`src/sgt_pkg.sv`:
```
`default_nettype none

package sgt_pkg;

  localparam int VERT_N     = 16;
  localparam int VID_W      = 4;
  localparam int CNT_W      = 5;
  localparam int CFG_IDX_W  = 1;
  localparam int CFG_DATA_W = 5;

  localparam logic [CFG_IDX_W-1:0] REG_ACTIVE = 1'b0;
  localparam logic [CFG_IDX_W-1:0] REG_START  = 1'b1;

  localparam logic [CNT_W-1:0] ACTIVE_RESET = 5'd16;
  localparam logic [VID_W-1:0] START_RESET  = 4'd1;

  typedef struct packed {
    logic [VID_W-1:0]  row_index;
    logic [VERT_N-1:0] row_bits;
    logic              last_row;
  } item_t;

  typedef struct packed {
    logic [VID_W-1:0] vertex;
    logic             last_vertex;
  } result_t;

  typedef struct packed {
    logic             found;
    logic [VID_W-1:0] idx;
  } pick_t;

  typedef enum logic [1:0] {
    ST_IDLE,
    ST_POP,
    ST_SCAN
  } state_t;

endpackage

`default_nettype wire

```
`src/sgt_lane.sv`:
```
`default_nettype none

// One neighbour slot: flag an edge to an unvisited vertex inside the active range.
module sgt_lane #(
  parameter int LANE = 0
) (
  input  wire logic                      edge_bit,
  input  wire logic                      seen_bit,
  input  wire logic [sgt_pkg::CNT_W-1:0] count,
  output logic                           hit
);

  localparam logic [sgt_pkg::CNT_W-1:0] LaneId = sgt_pkg::CNT_W'(LANE);

  assign hit = edge_bit & ~seen_bit & (LaneId < count);

endmodule

`default_nettype wire

```
`src/sgt_merge.sv`:
```
`default_nettype none

// Combine the lane flags: take the lowest flagged vertex.
module sgt_merge (
  input  wire logic [sgt_pkg::VERT_N-1:0] hits,
  output sgt_pkg::pick_t                  pick
);

  always_comb begin
    pick.found = |hits;
    pick.idx   = '0;
    for (int i = sgt_pkg::VERT_N - 1; i >= 0; i--) begin
      if (hits[i]) begin
        pick.idx = sgt_pkg::VID_W'(i);
      end
    end
  end

endmodule

`default_nettype wire

```
`src/stack_graph_traversal.sv`:
```
`default_nettype none

// The last row starts a run; busy then holds through a POP state reading the row of each
// popped vertex, a SCAN step per discovery, one closing each scan and a final POP finding
// the stack empty. The first result comes from the first discovery, from the final POP if
// the start vertex has no neighbour in range, or from the last row if it is out of range.
// Throughput: one row per cycle when idle; results leave one per cycle at most, the receiver
// cannot stall. Reset (rst, synchronous) restores 16 vertices, start vertex 1 and idle.
module stack_graph_traversal #(
  parameter int MAX_VERTICES = 16
) (
  input  wire logic                                clk,
  input  wire logic                                rst,
  input  wire logic                                start,
  output logic                                     busy,
  input  wire sgt_pkg::item_t                      item,
  output logic                                     result_valid,
  output sgt_pkg::result_t                         result,
  input  wire logic                                cfg_valid,
  output logic                                     cfg_ready,
  input  wire logic [sgt_pkg::CFG_IDX_W-1:0]       cfg_index,
  input  wire logic [sgt_pkg::CFG_DATA_W-1:0]      cfg_data
);

  // Vertex count cap: the smaller of the parameter and the row width.
  localparam int CapInt = (MAX_VERTICES < sgt_pkg::VERT_N) ? MAX_VERTICES : sgt_pkg::VERT_N;
  localparam logic [sgt_pkg::CNT_W-1:0] Cap = sgt_pkg::CNT_W'(CapInt);

  sgt_pkg::state_t state, state_next;

  logic [sgt_pkg::CNT_W-1:0]  active_vertices;
  logic [sgt_pkg::VID_W-1:0]  start_vertex;
  logic [sgt_pkg::VERT_N-1:0] visited;
  logic [sgt_pkg::CNT_W-1:0]  depth;
  logic [sgt_pkg::VID_W-1:0]  pend_vertex;

  // Adjacency rows and the vertex stack.
  logic [sgt_pkg::VERT_N-1:0] adj_mem [sgt_pkg::VERT_N];
  logic [sgt_pkg::VERT_N-1:0] adj_row;
  logic [sgt_pkg::VID_W-1:0]  stack_mem [sgt_pkg::VERT_N];

  logic                       accept;
  logic                       load_run;
  logic                       start_ok;
  logic [sgt_pkg::CNT_W-1:0]  n_eff;
  logic [sgt_pkg::VID_W-1:0]  top_idx;
  logic [sgt_pkg::VID_W-1:0]  pop_vertex;
  logic [sgt_pkg::VERT_N-1:0] hits;
  sgt_pkg::pick_t             pick;

  logic do_pop;
  logic do_find;
  logic do_finish;

  assign busy      = (state != sgt_pkg::ST_IDLE);
  // Hold register writes off while a run is in flight.
  assign cfg_ready = ~busy;
  assign accept    = start & ~busy;
  assign load_run  = accept & item.last_row;

  // Clamp the vertex count; a start vertex outside it yields a lone result.
  assign n_eff    = (active_vertices > Cap) ? Cap : active_vertices;
  assign start_ok = {1'b0, start_vertex} < n_eff;

  // Top of stack sits one below the depth.
  assign top_idx    = sgt_pkg::VID_W'(depth - sgt_pkg::CNT_W'(1));
  assign pop_vertex = stack_mem[top_idx];

  // One lane per candidate neighbour, all examined in the same cycle.
  for (genvar j = 0; j < sgt_pkg::VERT_N; j++) begin : g_lane
    sgt_lane #(
      .LANE (j)
    ) u_lane (
      .edge_bit (adj_row[j]),
      .seen_bit (visited[j]),
      .count    (n_eff),
      .hit      (hits[j])
    );
  end

  sgt_merge u_merge (
    .hits (hits),
    .pick (pick)
  );

  // Next state.
  always_comb begin
    state_next = state;
    unique case (state)
      sgt_pkg::ST_IDLE: begin
        if (load_run && start_ok) begin
          state_next = sgt_pkg::ST_POP;
        end
      end
      sgt_pkg::ST_POP: begin
        if (depth == '0) begin
          state_next = sgt_pkg::ST_IDLE;
        end else begin
          state_next = sgt_pkg::ST_SCAN;
        end
      end
      sgt_pkg::ST_SCAN: begin
        if (!pick.found) begin
          state_next = sgt_pkg::ST_POP;
        end
      end
      default: state_next = sgt_pkg::ST_IDLE;
    endcase
  end

  // Controller actions.
  always_comb begin
    do_pop    = 1'b0;
    do_find   = 1'b0;
    do_finish = 1'b0;
    unique case (state)
      sgt_pkg::ST_IDLE: ;
      sgt_pkg::ST_POP: begin
        do_pop    = (depth != '0);
        do_finish = (depth == '0);
      end
      sgt_pkg::ST_SCAN: begin
        do_find = pick.found;
      end
      default: ;
    endcase
  end

  // Control state.
  always_ff @(posedge clk) begin
    if (rst) begin
      state           <= sgt_pkg::ST_IDLE;
      active_vertices <= sgt_pkg::ACTIVE_RESET;
      start_vertex    <= sgt_pkg::START_RESET;
      visited         <= '0;
      depth           <= '0;
      result_valid    <= 1'b0;
    end else begin
      state        <= state_next;
      // Strobe a result on a lone start vertex, on each discovery and at the close.
      result_valid <= (load_run && !start_ok) || do_find || do_finish;

      if (cfg_valid && cfg_ready) begin
        unique case (cfg_index)
          sgt_pkg::REG_ACTIVE: active_vertices <= cfg_data;
          sgt_pkg::REG_START:  start_vertex    <= cfg_data[sgt_pkg::VID_W-1:0];
          default: ;
        endcase
      end

      // Clear the map at the start of each run; seed it with the start vertex.
      if (load_run) begin
        if (start_ok) begin
          visited <= sgt_pkg::VERT_N'(1) << start_vertex;
          depth   <= sgt_pkg::CNT_W'(1);
        end else begin
          visited <= '0;
          depth   <= '0;
        end
      end

      if (do_pop) begin
        depth <= depth - sgt_pkg::CNT_W'(1);
      end

      // Each discovery releases the vertex held back before it.
      if (do_find) begin
        visited <= visited | (sgt_pkg::VERT_N'(1) << pick.idx);
        depth   <= depth + sgt_pkg::CNT_W'(1);
      end
    end
  end

  // Payload: rows, stack, held-back vertex and the result register.
  always_ff @(posedge clk) begin
    if (accept) begin
      adj_mem[item.row_index] <= item.row_bits;
    end

    if (do_pop) begin
      adj_row <= adj_mem[pop_vertex];
    end

    if (load_run) begin
      stack_mem[0] <= start_vertex;
      pend_vertex  <= start_vertex;
      // Out-of-range start: the start vertex alone closes the run.
      result.vertex      <= start_vertex;
      result.last_vertex <= 1'b1;
    end

    if (do_find) begin
      stack_mem[depth[sgt_pkg::VID_W-1:0]] <= pick.idx;
      pend_vertex        <= pick.idx;
      result.vertex      <= pend_vertex;
      result.last_vertex <= 1'b0;
    end

    // Stack empty: the held-back vertex is the final one.
    if (do_finish) begin
      result.vertex      <= pend_vertex;
      result.last_vertex <= 1'b1;
    end
  end

endmodule

`default_nettype wire

```
`config.mk`:
```
export PLATFORM = sky130hd
export DESIGN_NAME = stack_graph_traversal
export DESIGN_NICKNAME = d
export VERILOG_FILES = /design/src/sgt_pkg.sv /design/src/sgt_lane.sv /design/src/sgt_merge.sv /design/src/stack_graph_traversal.sv
export SDC_FILE = /design/constraint.sdc
export NUM_CORES = 1
export LEC_CHECK = 0
export ABC_CLOCK_PERIOD_IN_PS = 3620
export BUFFER_PORTS_ARGS = -buffer_cell sky130_fd_sc_hd__buf_2
export CORE_MARGIN = 2
export CORE_UTILIZATION = 25
export CTS_CLUSTER_DIAMETER = 60
export DETAILED_ROUTE_END_ITERATION = 10
export SLEW_MARGIN = 0
export SYNTH_ARGS = -nofsm -noshare
export SYNTH_HDL_FRONTEND = slang
export SYNTH_SLANG_ARGS = --single-unit
```
`constraint.sdc`:
```
create_clock -name clk -period 3.62 [get_ports clk]
set_clock_uncertainty 0.05 [all_clocks]
set_input_delay 0 -clock clk [delete_from_list [all_inputs] [get_ports clk]]
set_output_delay 0 -clock clk [all_outputs]
set_load 0.05 [all_outputs]
```
==> summary.md <==
| Metric | Value |
|---|---|
| Final period util | `97.1%` |
| GRT Residual Overflow | `0` |
| Commonest non-fill, non-tap cell in the layout | `edfxtp_1` |
| Dpl ws | `0.0737 ns` |
| Max Freq | `284 MHz` |
| Final hold slack | `0.0331 ns` |
| Syn Std Cell Area | `15,900 sq um` |
| Root buffer cell | `clkbuf_16` |
| Post-placement cell count | `1,935` |
| Via count | `9,550` |
| #FFs+latches synth | `378` |
| Clock transition at path regs | `0.06 ns` |
| Final nets | `1,203` |
| First-pass GRT wire length | `58.4 mm` |
| Adder-Cell Fraction of Synth Area | `0.473%` |
| Worst slew pin tran | `1.02 ns` |
| Largest net degree at the start of global routing | `84` |
| Yosys cell types | `64` |
| Worst EP required | `3.84 ns` |
| Max Transition Viols Final | `0` |
| Synth Area in Simple Gates | `7.95%` |
| Max clock buf depth | `3` |
| Final setup TNS | `0 ns` |
| XOR/XNOR Fraction of Synth Area | `0.110%` |
| DRC Markers | `0` |
| Number of diodes | `0` |
| Synthesized area per cell | `15.1 sq um` |
| Static Leakage | `0.00622 uW` |
| Clock Latency Late Sink | `0.54 ns` |
| CTS Sinks | `378` |
| Sequential area share after synthesis | `69.4%` |
| Vias in the first global route | `9,427` |
| Worst vdd ir | `372 uV` |
| Max cap viols | `0` |
| Die Span Y | `256 microns` |
| Starting DRT DRC Count | `988` |
| Vias per std cell | `4.68` |
| Worst setup margin | `0.104 ns` |
| PortBufs | `38` |
| Gpl congestion | `0.873` |
| Cell Rows | `92` |
| Critical path peak fanout | `81` |
| Post-layout util | `30.2%` |
| Largest family of logic cells by synthesized area | `multiplexers` |
| Ys Warns | `0` |
| Worst EP arrival | `3.74 ns` |
| Syn Inst Count | `1,051` |
| Syn Nets | `1,088` |
| Post-route insts no fill | `2,042` |
| Layout cells sized above 1 | `20.1%` |
| Core ar. | `62,900 sq um` |
| Crit path largest cell delay | `0.64 ns` |
| Tmin final | `3.52 ns` |
| Worst path slowest cell | `mux4_4` |
| Setup violators final | `0` |
| PD cells | `578 nW/um^2` |
| CTS Buf Count | `39` |
| Crit Path Class | `reg2reg` |
| Wire per inst | `18.8 microns` |
| Slew margin rel. | `31.8%` |
| Critical path's top delay family | `multiplexers` |
| RSZ-0062 raised after global routing | `no` |
| I/O pins | `39` |
| Final ANT Viol Nets | `0` |
| Outcome | `completed` |
| CP endpoint kind | `register` |
| Setup crit start kind | `register` |
| Starting density of the core | `25.2%` |
| CTS tree | `yes` |
| Crit path cell chain | `buf_4 -> mux4_2 -> mux4_4 -> buf_12 -> buf_4 -> mux2_1 -> o211ai_1 -> nand4_1` |
| Routed wire length | `38.4 mm` |
| Fillcell total | `6,274` |
| Endpoints failing hold | `0` |
| CTS H-tree lvls | `2` |
| Gr usage total | `11.5%` |
| Die W | `256 microns` |
| Post-synth top flop | `edfxtp_1` |
| Number of synthesized flops with an enable pin | `344` |
| Commonest non-fill, non-tap cells in the layout | `edfxtp_1, nand2_1, mux2i_1` |
| Post-DP HPWL | `24.1 mm` |
| Crit path buf inv count | `3` |
| Initial antenna violation count | `3` |
| Syn-to-layout area delta | `19.6%` |
| Mux cell area share after synthesis | `12.1%` |
| Hold WC Path Type | `in2reg` |
| Die area | `65,500 sq um` |
| Fraction of registers with async set/reset | `0%` |
| Compound-cell area share of the yosys netlist | `7.73%` |
| DR pass1 iterations | `5` |
| Most frequent cell on the critical path | `buf_4` |
sequential cells by signal (all words and copies together) (netlist names):
| register | count |
|---|---|
| active_vertices | 5 |
| stack_mem | 64 |
| visited | 16 |
| result_valid | 1 |
| pend_vertex | 4 |
| adj_row | 16 |
| depth | 5 |
| adj_mem | 256 |
| start_vertex | 4 |
| state | 2 |
| result | 5 |
kinds of logic (layout without fill, tap and decap cells):
family,Yosys count,in the layout
and+or+nand+nor,267,267
muxes,158,158
DFF,378,378
AOI/OAI and AO/OA,169,169
buffers and inverters,71,216
adders and majority gates,6,6
xor gates and xnor gates,2,2
worst reg2reg max path, stage by stage (launching register included):
cell and delay (ns):
dfxtp_1 0.34, buf_4 0.36, mux4_2 0.58, mux4_4 0.64
buf_12 0.26, buf_4 0.39, mux2_1 0.33, o211ai_1 0.18
nand4_1 0.12
worst paths after layout:
check                                             start  depth (start not counted)                      endpoint  slack (ns)
worst max register to register    depth[0]$_SDFFE_PP0P_                          8         adj_row[11]$_DFFE_PP_        0.10
worst max-delay path              depth[0]$_SDFFE_PP0P_                          8         adj_row[11]$_DFFE_PP_        0.10
worst min register to register  visited[6]$_SDFFE_PP0P_                          2       visited[6]$_SDFFE_PP0P_        0.45
worst min-delay path                          cfg_valid                          4  start_vertex[3]$_SDFFE_PP0P_        0.03
per-layer routing:
metal  share of wire (%)  track usage [%]  vias up
met4                 1.8             2.49        4
met2                  44             17.4      337
met5               0.068                0        -
met1                  48             16.9     4799
li1                    -                -     4347
met3                 6.7             2.52       63
final cells by class:
cell class,count,area (sq um),share of cell area (%)
Clock buffer,46,1050,5.53
Clock inverter,25,204,1.07
Inverter,13,48.8,0.257
Multi-Input combinational cell,602,4570,24.1
Sequential cell,378,11000,58.0
Tap cell,846,1060,5.58
Timing Repair Buffer,132,1040,5.46
cells in the mapped netlist, drive strengths merged (3+ instances only):
cell type	n	area share, %
a2111oi	6	0.42
a211oi	5	0.27
a21o	6	0.28
a21oi	24	0.76
a221oi	3	0.17
a311oi	5	0.28
a31oi	8	0.32
a32oi	5	0.28
and2	4	0.16
buf	31	1.3
clkbuf	27	0.64
dfxtp	34	4.3
edfxtp	344	65
ha	6	0.47
inv	12	0.28
mux2	66	4.7
mux2i	72	4.5
mux4	20	2.8
nand2	107	2.5
nand2b	14	0.55
nand3	11	0.35
nand3b	5	0.24
nand4	24	0.95
nor2	63	1.5
nor2b	9	0.36
nor3	13	0.47
nor3b	4	0.22
nor4	3	0.20
o211ai	70	3.3
o21ai	16	0.51
o22ai	3	0.12
o311a	3	0.19
or3	4	0.16
repair_timing:
item,CTS,global route
setup buffers,0,0
gates resized for setup,0,3
hold endpoints to repair,293,0
hold buffers,36,0
setup endpoints to repair,0,9
power by group:
part	switching (uW)	internal (uW)	total [uW]
clock network	1650	2290	3940
logic	1250	838	2090
registers	44.7	4890	4940
total	2950	8020	11000
stage by stage:
stage / instance area [sq um] / total power (uW)
6_report: 19000 / 11000
5_1_grt: 19000 / 11400
4_1_cts: 19000 / 11100
3_5_place_dp: 17300 / 7090
3_3_place_gp: 17300 / 7070
2_1_floorplan: 15900 / 6510
(Power assumes the default switching activity.)
